$ cat src/hw/rtl/urlpd_pkg.sv
// ----------------------------------------------------------------------------
// urlpd_pkg
// Shared types, character codes and helper functions of the URL decoder.
// ----------------------------------------------------------------------------
package urlpd_pkg;

  localparam int unsigned MaxResults = 3;

  localparam logic [1:0] PH_IDLE  = 2'd0;
  localparam logic [1:0] PH_PCT   = 2'd1;
  localparam logic [1:0] PH_DIGIT = 2'd2;

  localparam logic [7:0] CH_PLUS    = 8'h2b;
  localparam logic [7:0] CH_SPACE   = 8'h20;
  localparam logic [7:0] CH_PERCENT = 8'h25;

  typedef struct packed {
    logic [1:0]                 count;
    logic [MaxResults-1:0][7:0] bytes;
    logic                       last;
    logic [1:0]                 phase_d;
    logic [7:0]                 held_d;
  } step_t;

  // {is_hex, nibble}
  function automatic logic [4:0] hex_val(input logic [7:0] c);
    logic [4:0] r;
    r = 5'd0;
    if (c >= 8'h30 && c <= 8'h39) begin
      r = {1'b1, 4'(c - 8'h30)};
    end else if (c >= 8'h41 && c <= 8'h46) begin
      r = {1'b1, 4'(c - 8'h41 + 8'd10)};
    end else if (c >= 8'h61 && c <= 8'h66) begin
      r = {1'b1, 4'(c - 8'h61 + 8'd10)};
    end
    return r;
  endfunction

  function automatic logic on_safe_list(input logic [7:0] v);
    logic r;
    r = 1'b0;
    if (v >= 8'd48 && v <= 8'd57) begin
      r = 1'b1;
    end else if (v >= 8'd97 && v <= 8'd122) begin
      r = 1'b1;
    end else if (v >= 8'd65 && v <= 8'd90) begin
      r = 1'b1;
    end else begin
      case (v)
        8'h21, 8'h24, 8'h26, 8'h27, 8'h28, 8'h29,
        8'h2a, 8'h2b, 8'h2c, 8'h2d, 8'h2e, 8'h2f,
        8'h3a, 8'h3b, 8'h3d, 8'h3f, 8'h40, 8'h5f: r = 1'b1;
        default: r = 1'b0;
      endcase
    end
    return r;
  endfunction

endpackage

$ cat src/hw/rtl/urlpd_in_if.sv
// ----------------------------------------------------------------------------
// urlpd_in_if
// Encoded byte channel: one character per beat with an end-of-string flag.
// ----------------------------------------------------------------------------
interface urlpd_in_if;
  logic       valid;
  logic       ready;
  logic [7:0] in_byte;
  logic       in_last;

  modport source (output valid, output in_byte, output in_last, input ready);
  modport sink   (input valid, input in_byte, input in_last, output ready);
endinterface

$ cat src/hw/rtl/urlpd_out_if.sv
// ----------------------------------------------------------------------------
// urlpd_out_if
// Decoded byte channel: one character per beat with an end-of-string flag.
// ----------------------------------------------------------------------------
interface urlpd_out_if;
  logic       valid;
  logic       ready;
  logic [7:0] out_byte;
  logic       out_last;

  modport source (output valid, output out_byte, output out_last, input ready);
  modport sink   (input valid, input out_byte, input out_last, output ready);
endinterface

$ cat src/hw/rtl/urlpd_step.sv
// ----------------------------------------------------------------------------
// urlpd_step
// Next-state and result group for one encoded byte, given the pending state.
// ----------------------------------------------------------------------------
module urlpd_step (
  input  logic [1:0]       phase_i,
  input  logic [7:0]       held_i,
  input  logic [7:0]       byte_i,
  input  logic             last_i,
  output urlpd_pkg::step_t step_o
);

  logic [4:0] hex_b;
  logic [4:0] hex_h;
  logic [7:0] value;
  logic       is_pct;
  logic [7:0] plain_byte;

  assign hex_b      = urlpd_pkg::hex_val(byte_i);
  assign hex_h      = urlpd_pkg::hex_val(held_i);
  assign value      = {(hex_h[4] ? hex_h[3:0] : 4'd0), hex_b[3:0]};
  assign is_pct     = (byte_i == urlpd_pkg::CH_PERCENT);
  assign plain_byte = (byte_i == urlpd_pkg::CH_PLUS) ? urlpd_pkg::CH_SPACE : byte_i;

  always_comb begin
    step_o         = '0;
    step_o.held_d  = held_i;
    step_o.phase_d = urlpd_pkg::PH_IDLE;
    step_o.last    = last_i;

    unique case (phase_i)
      urlpd_pkg::PH_PCT: begin
        if (hex_b[4]) begin
          step_o.held_d  = byte_i;
          step_o.phase_d = urlpd_pkg::PH_DIGIT;
        end else begin
          step_o.bytes[0] = urlpd_pkg::CH_PERCENT;
          if (is_pct) begin
            step_o.phase_d = urlpd_pkg::PH_PCT;
            step_o.count   = 2'd1;
          end else begin
            step_o.bytes[1] = plain_byte;
            step_o.count    = 2'd2;
          end
        end
      end
      urlpd_pkg::PH_DIGIT: begin
        if (hex_b[4]) begin
          if (!urlpd_pkg::on_safe_list(value)) begin
            step_o.bytes[0] = value;
            step_o.count    = 2'd1;
          end else begin
            step_o.bytes[0] = urlpd_pkg::CH_PERCENT;
            step_o.bytes[1] = held_i;
            step_o.bytes[2] = byte_i;
            step_o.count    = 2'd3;
          end
        end else begin
          step_o.bytes[0] = urlpd_pkg::CH_PERCENT;
          step_o.bytes[1] = held_i;
          if (is_pct) begin
            step_o.phase_d = urlpd_pkg::PH_PCT;
            step_o.count   = 2'd2;
          end else begin
            step_o.bytes[2] = plain_byte;
            step_o.count    = 2'd3;
          end
        end
      end
      default: begin
        if (is_pct) begin
          step_o.phase_d = urlpd_pkg::PH_PCT;
        end else begin
          step_o.bytes[0] = plain_byte;
          step_o.count    = 2'd1;
        end
      end
    endcase

    // end of string flushes whatever is pending
    if (last_i) begin
      if (step_o.phase_d == urlpd_pkg::PH_PCT) begin
        if (step_o.count == 2'd0) begin
          step_o.bytes[0] = urlpd_pkg::CH_PERCENT;
        end else if (step_o.count == 2'd1) begin
          step_o.bytes[1] = urlpd_pkg::CH_PERCENT;
        end else begin
          step_o.bytes[2] = urlpd_pkg::CH_PERCENT;
        end
        step_o.count = step_o.count + 2'd1;
      end else if (step_o.phase_d == urlpd_pkg::PH_DIGIT) begin
        step_o.bytes[0] = urlpd_pkg::CH_PERCENT;
        step_o.bytes[1] = step_o.held_d;
        step_o.count    = 2'd2;
      end
      step_o.phase_d = urlpd_pkg::PH_IDLE;
    end
  end

endmodule

$ cat src/hw/rtl/url_percent_decoder_safe_chars_core.sv
// ----------------------------------------------------------------------------
// url_percent_decoder_safe_chars_core
// Streaming URL decoder: plus to space, percent escapes of unsafe bytes decoded.
// ----------------------------------------------------------------------------
// One encoded byte is taken per cycle while in_i.ready is high; its decoded
// bytes appear in the next cycle from a result register. Each input yields
// zero to three output bytes; the output port moves one byte per beat, so an
// input that yields two or three bytes holds in_i.ready low while the result
// register drains; otherwise one byte per cycle flows while out_o.ready is set.
// A percent escape whose value is a letter, digit or safe punctuation mark is
// left encoded. out_last marks the final decoded byte of each string; a string
// end with nothing to emit produces no beat.
module url_percent_decoder_safe_chars_core (
  input  logic clk_i,
  input  logic rst_ni,
  urlpd_in_if.sink    in_i,
  urlpd_out_if.source out_o
);

  logic [1:0] phase_q;
  logic [7:0] held_q;

  logic                                      grp_valid_q;
  logic [1:0]                                grp_cnt_q;
  logic [1:0]                                grp_idx_q;
  logic [urlpd_pkg::MaxResults-1:0][7:0]     grp_bytes_q;
  logic                                      grp_last_q;

  urlpd_pkg::step_t step;
  logic             in_fire;
  logic             out_fire;
  logic             grp_final;

  urlpd_step u_step (
    .phase_i (phase_q),
    .held_i  (held_q),
    .byte_i  (in_i.in_byte),
    .last_i  (in_i.in_last),
    .step_o  (step)
  );

  assign grp_final   = (grp_idx_q == grp_cnt_q - 2'd1);
  assign out_fire    = out_o.valid && out_o.ready;
  assign in_i.ready  = !grp_valid_q || (out_o.ready && grp_final);
  assign in_fire     = in_i.valid && in_i.ready;

  assign out_o.valid    = grp_valid_q;
  assign out_o.out_byte = grp_bytes_q[grp_idx_q];
  assign out_o.out_last = grp_last_q && grp_final;

  always_ff @(posedge clk_i or negedge rst_ni) begin
    if (!rst_ni) begin
      phase_q     <= urlpd_pkg::PH_IDLE;
      held_q      <= 8'd0;
      grp_valid_q <= 1'b0;
      grp_cnt_q   <= 2'd0;
      grp_idx_q   <= 2'd0;
    end else begin
      if (in_fire) begin
        phase_q     <= step.phase_d;
        held_q      <= step.held_d;
        grp_valid_q <= (step.count != 2'd0);
        grp_cnt_q   <= step.count;
        grp_idx_q   <= 2'd0;
      end else if (out_fire) begin
        if (grp_final) begin
          grp_valid_q <= 1'b0;
        end else begin
          grp_idx_q <= grp_idx_q + 2'd1;
        end
      end
    end
  end

  always_ff @(posedge clk_i) begin
    if (in_fire) begin
      grp_bytes_q <= step.bytes;
      grp_last_q  <= step.last;
    end
  end

  // a held group always has a byte left to send
  assert property (@(posedge clk_i) disable iff (!rst_ni)
    grp_valid_q |-> (grp_cnt_q != 2'd0) && (grp_idx_q < grp_cnt_q))
    else $error("result group index out of range");

  // end of string leaves nothing pending
  assert property (@(posedge clk_i) disable iff (!rst_ni)
    (in_fire && in_i.in_last) |=> (phase_q == urlpd_pkg::PH_IDLE))
    else $error("escape left pending after last byte");

  // a pending digit is always a hex digit
  assert property (@(posedge clk_i) disable iff (!rst_ni)
    (phase_q == urlpd_pkg::PH_DIGIT) |-> urlpd_pkg::hex_val(held_q) >= 5'd16)
    else $error("held digit is not hex");

  // a stalled result keeps its position in the group
  assert property (@(posedge clk_i) disable iff (!rst_ni)
    (grp_valid_q && !out_o.ready) |=> grp_valid_q && $stable(grp_idx_q))
    else $error("result group moved while stalled");

  // no new beat is taken while an earlier group has more than its final byte left
  assert property (@(posedge clk_i) disable iff (!rst_ni)
    (grp_valid_q && !grp_final) |-> !in_i.ready)
    else $error("input taken with results outstanding");

endmodule
$ cat src/flat_wrapper.sv
// flat-port wrapper written by rule: the top's interface ports become plain ports
module url_percent_decoder_safe_chars_core_flat 
  (clk_i, rst_ni, in_i_valid, in_i_in_byte, in_i_in_last, in_i_ready, out_o_valid, out_o_out_byte, out_o_out_last, out_o_ready);
  urlpd_in_if in_i_i ();
  urlpd_out_if out_o_i ();
  input  logic clk_i;
  input  logic rst_ni;
  input wire logic [$bits(in_i_i.valid)-1:0] in_i_valid;
  input wire logic [$bits(in_i_i.in_byte)-1:0] in_i_in_byte;
  input wire logic [$bits(in_i_i.in_last)-1:0] in_i_in_last;
  output wire logic [$bits(in_i_i.ready)-1:0] in_i_ready;
  output wire logic [$bits(out_o_i.valid)-1:0] out_o_valid;
  output wire logic [$bits(out_o_i.out_byte)-1:0] out_o_out_byte;
  output wire logic [$bits(out_o_i.out_last)-1:0] out_o_out_last;
  input wire logic [$bits(out_o_i.ready)-1:0] out_o_ready;
  assign in_i_i.valid = in_i_valid;
  assign in_i_i.in_byte = in_i_in_byte;
  assign in_i_i.in_last = in_i_in_last;
  assign in_i_ready = in_i_i.ready;
  assign out_o_valid = out_o_i.valid;
  assign out_o_out_byte = out_o_i.out_byte;
  assign out_o_out_last = out_o_i.out_last;
  assign out_o_i.ready = out_o_ready;
  url_percent_decoder_safe_chars_core u_core (.clk_i(clk_i), .rst_ni(rst_ni), .in_i(in_i_i), .out_o(out_o_i));
endmodule
$ cat config.mk
export PLATFORM = sky130hd
export DESIGN_NAME = url_percent_decoder_safe_chars_core_flat
export DESIGN_NICKNAME = d
export VERILOG_FILES = /design/src/hw/rtl/urlpd_pkg.sv /design/src/hw/rtl/urlpd_in_if.sv /design/src/hw/rtl/urlpd_out_if.sv /design/src/hw/rtl/urlpd_step.sv /design/src/hw/rtl/url_percent_decoder_safe_chars_core.sv /design/src/flat_wrapper.sv
export SDC_FILE = /design/constraint.sdc
export NUM_CORES = 1
export LEC_CHECK = 0
export BUFFER_PORTS_ARGS = -buffer_cell sky130_fd_sc_hd__buf_4
export CAP_MARGIN = 20
export CORE_MARGIN = 1
export CORE_UTILIZATION = 55
export DETAILED_ROUTE_END_ITERATION = 16
export HOLD_SLACK_MARGIN = 0.06
export PLACE_DENSITY = 0.78
export SYNTH_ARGS = -nofsm -noshare
export SYNTH_HDL_FRONTEND = slang
export SYNTH_HIERARCHICAL = 1
export SYNTH_SLANG_ARGS = --single-unit
$ cat constraint.sdc
create_clock -name clk_i -period 13.8 [get_ports clk_i]
set_input_delay 2.76 -clock clk_i [delete_from_list [all_inputs] [get_ports clk_i]]
set_output_delay 2.76 -clock clk_i [all_outputs]
set_load 0.02 [all_outputs]
[Word level (Yosys, flattened, before mapping)]
Index checks and enable logic that the tools add are counted.
Word-level totals
  flip-flop bits (word level): 40
  input bits: 13
  output and inout bits: 11
  logic and storage cells: 143
Operators by class
  add/subtract/negate cells: 13
  $lt $le $gt $ge: 19
  equal/unequal tests: 27
  mux-type cells: 53
  reductions and logical operators: 22
Operators with widths (number)
  8-bit by 6-bit == test with 1-bit output, second input constant: 18
  8-bit two-way mux: 11
  16-bit two-way mux: 5
  26-bit two-way mux: 2
  8-bit by 7-bit greater-or-equal comparator with 1-bit output, second input constant: 6
  8-bit by 7-bit <= comparator with 1-bit output, second input constant: 6
  8-bit case mux with 2 select lines: 2
  5-bit two-way mux: 6
  8-bit by 6-bit greater-or-equal comparator with 1-bit output, second input constant: 3
  8-bit by 6-bit <= comparator with 1-bit output, second input constant: 3
  4-bit by 1-bit subtractor with 4-bit output, second input constant: 6
  2-bit two-way mux: 10
  18-bit OR reduction: 1
  4-bit adder, second input constant: 4
  8-bit binary-select mux with 2-bit select: 1
  8-bit by 7-bit == test with 1-bit output, second input constant: 2
  1-bit logical AND: 13
  1-bit two-way mux: 13
  2-bit case mux with 2 select lines: 2
  2-bit by 1-bit == test with 1-bit output, second input constant: 3
  2-bit nonzero test: 3
  2-bit by 1-bit adder with 2-bit output, second input constant: 2
  2-bit == test, second input constant: 2
  4-bit two-way mux: 1
  other kinds (8): 9

[Logic depth before layout (Yosys ltp)]
  depth in word-level cells: 24
  gate-level depth with buffers: 17
  mapped depth without buffers: 16

[Cells and area by module]
Netlist, hierarchy kept.
By module, submodules not included
  url_percent_decoder_safe_chars_core: times used 1, cells each 108, area each 1644.1 um^2, sequential area each 1126.1 um^2
  urlpd_step: times used 1, cells each 223, area each 1435.1 um^2, sequential area each 0.0 um^2

[Worst setup path before layout]
No wires, ideal clock.
  kind: input -> register
  start point: in in_i_in_byte[4]
  end point: reg u_core/grp_bytes_q[11] (netlist bit), data pin
  library setup time: 256 ps
  data arrival time: 6409 ps
  required time: 13544 ps
  path slack: 7135 ps
  stages: 15
  buffers on the path: 1
  path through: clkbuf_1 > or4b_1 > nor3_1 > nor2_1 > or3_1 > o32a_1 > o221ai_4 > nand2_4 > and2_2 > ha_1 > nor4b_1 > o21ai_0 > nand2_1 > o22ai_1 > a41o_2
RTL lines
  from (decl): line flat_wrapper.sv:9  | input wire logic [$bits(in_i_i.in_byte)-1:0] in_i_in_byte;
  to (signal assigned): line url_percent_decoder_safe_chars_core.sv:77  | grp_bytes_q <= step.bytes;
  to (decl): line url_percent_decoder_safe_chars_core.sv:26  | logic [urlpd_pkg::MaxResults-1:0][7:0] grp_bytes_q;

==> results.py <==
metrics = {
    "synth": {
        "synth-edff-count": 25,
        "ys_top_cells_by_area": "edfxtp_1 (24%), dfrtp_1 (12%), nand2_1 (6.0%)",
        "synth_top_area_frac": 0.244,
        "netlist_instances": 331,
        "syn_area_mm2": 0.00308,
        "ys_types": 66,
        "syn_area_per_cell_um2": 9.30,
        "synth_top_cell_by_area": "edfxtp_1",
        "ys_seq_area_frac": 0.366,
        "yosysWarnings": 6,
        "ys_seq_elements": 40,
        "syn-num-nets": 355,
        "synthFlopType": "edfxtp_1",
        "synthArstFlopShare": 0.375,
    },
    "finish": {
        "layout-drive-gt1-share": 0.180,
        "antenna_cells": 0,
        "fin_nets": 368,
        "final.fill_count": 435,
        "fin_area_mm2": 0.00333,
        "area.growth.synth_to_final_pct": 8.09,
    },
    "clock_tree": {
        "htree_levels": 2,
        "path_clk_slew_ns": 0.09,
        "cts_buffers": 5,
        "tritoncts": "done",
        "cts.sinks": 40,
        "cts_resized": 0,
        "cts_hold_buf": 0,
        "cts_root_buf": "clkbuf_8",
        "post-cts-setup-buffer-count": 0,
        "clk-insertion-delay-late_ns": 0.30,
        "clk_path_buf_depth": 2,
    },
    "timing": {
        "fmax_mhz": 142,
        "setup_violations": 0,
        "min_period_over_period": 0.511,
        "relSlewSlack": 0.351,
        "min_period_ns": 7.05,
        "tns_ns": 0,
        "final_hold_viol_count": 0,
        "slew_violations": 0,
        "finClkSkew_ns": 0.0160,
        "timing.hold.ws_ns": 0.558,
        "tightest_slew_ns": 0.973,
        "rsz0062_at_grt": "no",
    },
    "placed_design": {
        "io_buffers": 23,
        "place_area_mm2": 0.00321,
        "place.gp.congestion": 0.963,
        "hpwl_mm": 5.45,
    },
    "global_route": {
        "overflow": 0,
        "antenna_found_initial": 0,
        "grt_pass1_wl_mm": 12.1,
        "grt_use_total": 0.260,
        "grt_max_degree": 26,
        "grt_pass1_vias": 2392,
    },
    "detailed_routing": {
        "drtIter0Drc": 328,
        "drtPass1Iterations": 5,
        "dr_total_vias": 2697,
        "drcViolationCount": 0,
        "routedWlPerCell_um": 17.9,
        "drt-total-wl_mm": 7.41,
        "viasPerCell": 6.50,
        "ant_nets": 0,
    },
    "critical_path": {
        "rrSetupSlack_ns": 8.74,
        "worstSetupStartpointType": "input port",
        "worst-endpoint-arrival_ns": 7.11,
        "path_class": "in -> reg",
        "worstPathMaxFanout": 15,
        "cp.required_ns": 13.87,
        "end_kind": "flop",
    },
    "power": {
        "p_sw_frac": 0.342,
        "clkPwrFrac": 0.237,
        "power_leakage_nw": 1.33,
        "max-vdd-ir-drop_uv": 69.7,
        "seqPwrFrac": 0.420,
        "p_comb_frac": 0.343,
        "net-switching-power_w": 0.000144,
        "p_per_area_mw_per_mm2": 127,
        "power.internal_w": 0.000277,
    },
    "die": {
        "die_x_um": 76.8,
        "core_area_mm2": 0.00524,
        "dieArea_mm2": 0.00590,
        "boundaryPins": 24,
        "core.rowCount": 26,
        "die_h_um": 76.8,
        "initial_core_util": 0.588,
    },
    "worst_hold_path": {
        "hold_path.class": "reg -> reg",
    },
    "run": {
        "maxCapViolCount": 0,
    },
    "run_status": {
        "status": "complete, no violations",
    },
}
-- power groups by stage --
stage | clock network, W | registers, W | logic, W
floorplan | 0 | 0.000164 | 0.000113
global placement | 0 | 0.000179 | 0.000141
detailed placement | 0 | 0.000180 | 0.000144
CTS | 0.000101 | 0.000177 | 0.000145
global route | 0.000106 | 0.000181 | 0.000154
finish | 0.0000999 | 0.000177 | 0.000144
-- placed cells by master (no fill, tap or decap), types with 4 or more instances in the layout --
cell | synthesis | layout
nor2b_1 | 4 | 4
ha_1 | 11 | 11
mux2_2 | 5 | 5
and3_1 | 5 | 5
o21ai_0 | 36 | 36
nand3_1 | 14 | 14
nor3b_1 | 4 | 4
o22ai_1 | 5 | 5
mux2i_1 | 9 | 9
a22o_1 | 4 | 4
edfxtp_1 | 25 | 25
inv_1 | 19 | 19
a211oi_1 | 5 | 5
nand2_1 | 49 | 49
nor3_1 | 6 | 6
clkbuf_8 | 0 | 6
mux2_4 | 10 | 10
buf_4 | 1 | 24
nor2_1 | 10 | 10
o221ai_1 | 4 | 4
o211ai_1 | 4 | 4
dfrtp_1 | 15 | 15
a21oi_1 | 9 | 9
-- metal layers --
| layer | wire [um] | track usage | share of wire |
|---|---|---|---|
| met4 | 97 | 0.0731 | 0.013 |
| met3 | 480 | 0.0429 | 0.065 |
| met2 | 3450 | 0.425 | 0.47 |
| met1 | 3380 | 0.355 | 0.46 |
| met5 | 0 | 0 | 0 |
-- worst max-delay path: stages --
cell,delay (ns)
buf_4,0.15
or4b_1,0.57
nor3_1,0.46
nor2_1,0.12
or3_1,0.39
o32a_1,0.41
o221ai_4,0.41
nand2_4,0.13
and2_2,0.24
ha_1,0.21
nor4b_1,0.42
o21ai_0,0.30
nand2_1,0.22
o22ai_1,0.09
a41o_2,0.24
-- area by class of cell --
| class | count | area [um2] | share of cell area |
|---|---|---|---|
| clock buffer | 6 | 82.6 | 0.0248 |
| clock inverter | 2 | 33.8 | 0.0102 |
| inverter | 19 | 71.3 | 0.0214 |
| multi-input combinational | 254 | 1750 | 0.525 |
| sequential | 40 | 1130 | 0.338 |
| tap | 70 | 87.6 | 0.0263 |
| timing repair buffer | 24 | 180 | 0.0541 |
-- kinds of logic after synthesis --
logic type	share of synthesized area
multiplexers	0.0963
adder cells (fa/ha/maj)	0.0447
buffers and inverters	0.0670
AO/OA/AOI/OAI	0.200
XOR/XNOR	0.00284
AND/OR/NAND/NOR	0.223
flip-flops	0.366
-- registers in the layout, indices dropped and copies added, names as in the netlist --
name                flops
u_core/grp_idx_q        2
u_core/grp_cnt_q        2
u_core/grp_bytes_q     24
u_core/out_o.valid      1
u_core/phase_q          2
u_core/grp_last_q       1
u_core/held_q           8
-- stage by stage --
step	util	power (W)	worst slack (ns)	cells
2_1_floorplan	-	0.000277	7.13	331
4_1_cts	0.635	0.000423	6.85	415
6_report	0.635	0.000422	6.75	415
5_1_grt	0.635	0.000440	6.53	415
3_3_place_gp	0.613	0.000320	6.75	407
3_5_place_dp	0.613	0.000324	6.56	407
-- final timing paths --
kind / from / to / cells past startpoint
min reg2reg: u_core/phase_q[1] / u_core/phase_q[1] / 1
min in group asynchronous: rst_ni / u_core/held_q[1] / 1
min: u_core/phase_q[1] / u_core/phase_q[1] / 1
max in group asynchronous: rst_ni / u_core/grp_idx_q[1] / 1
max reg2reg: u_core/held_q[3] / u_core/grp_bytes_q[11] / 14
max: in_i_in_byte[3] / u_core/grp_bytes_q[11] / 15
-- cells in the mapped netlist, types with 5 or more instances --
master     n
nor2_1    10
o22ai_1    5
nor3_1     6
o21ai_0   36
a211oi_1   5
clkbuf_1   8
ha_1      11
buf_6      5
mux2i_1    9
and3_1     5
nand2_1   49
dfrtp_1   15
edfxtp_1  25
a21oi_1    9
mux2_2     5
inv_1     19
mux2_4    10
nand3_1   14
(Power assumes the default switching activity.)
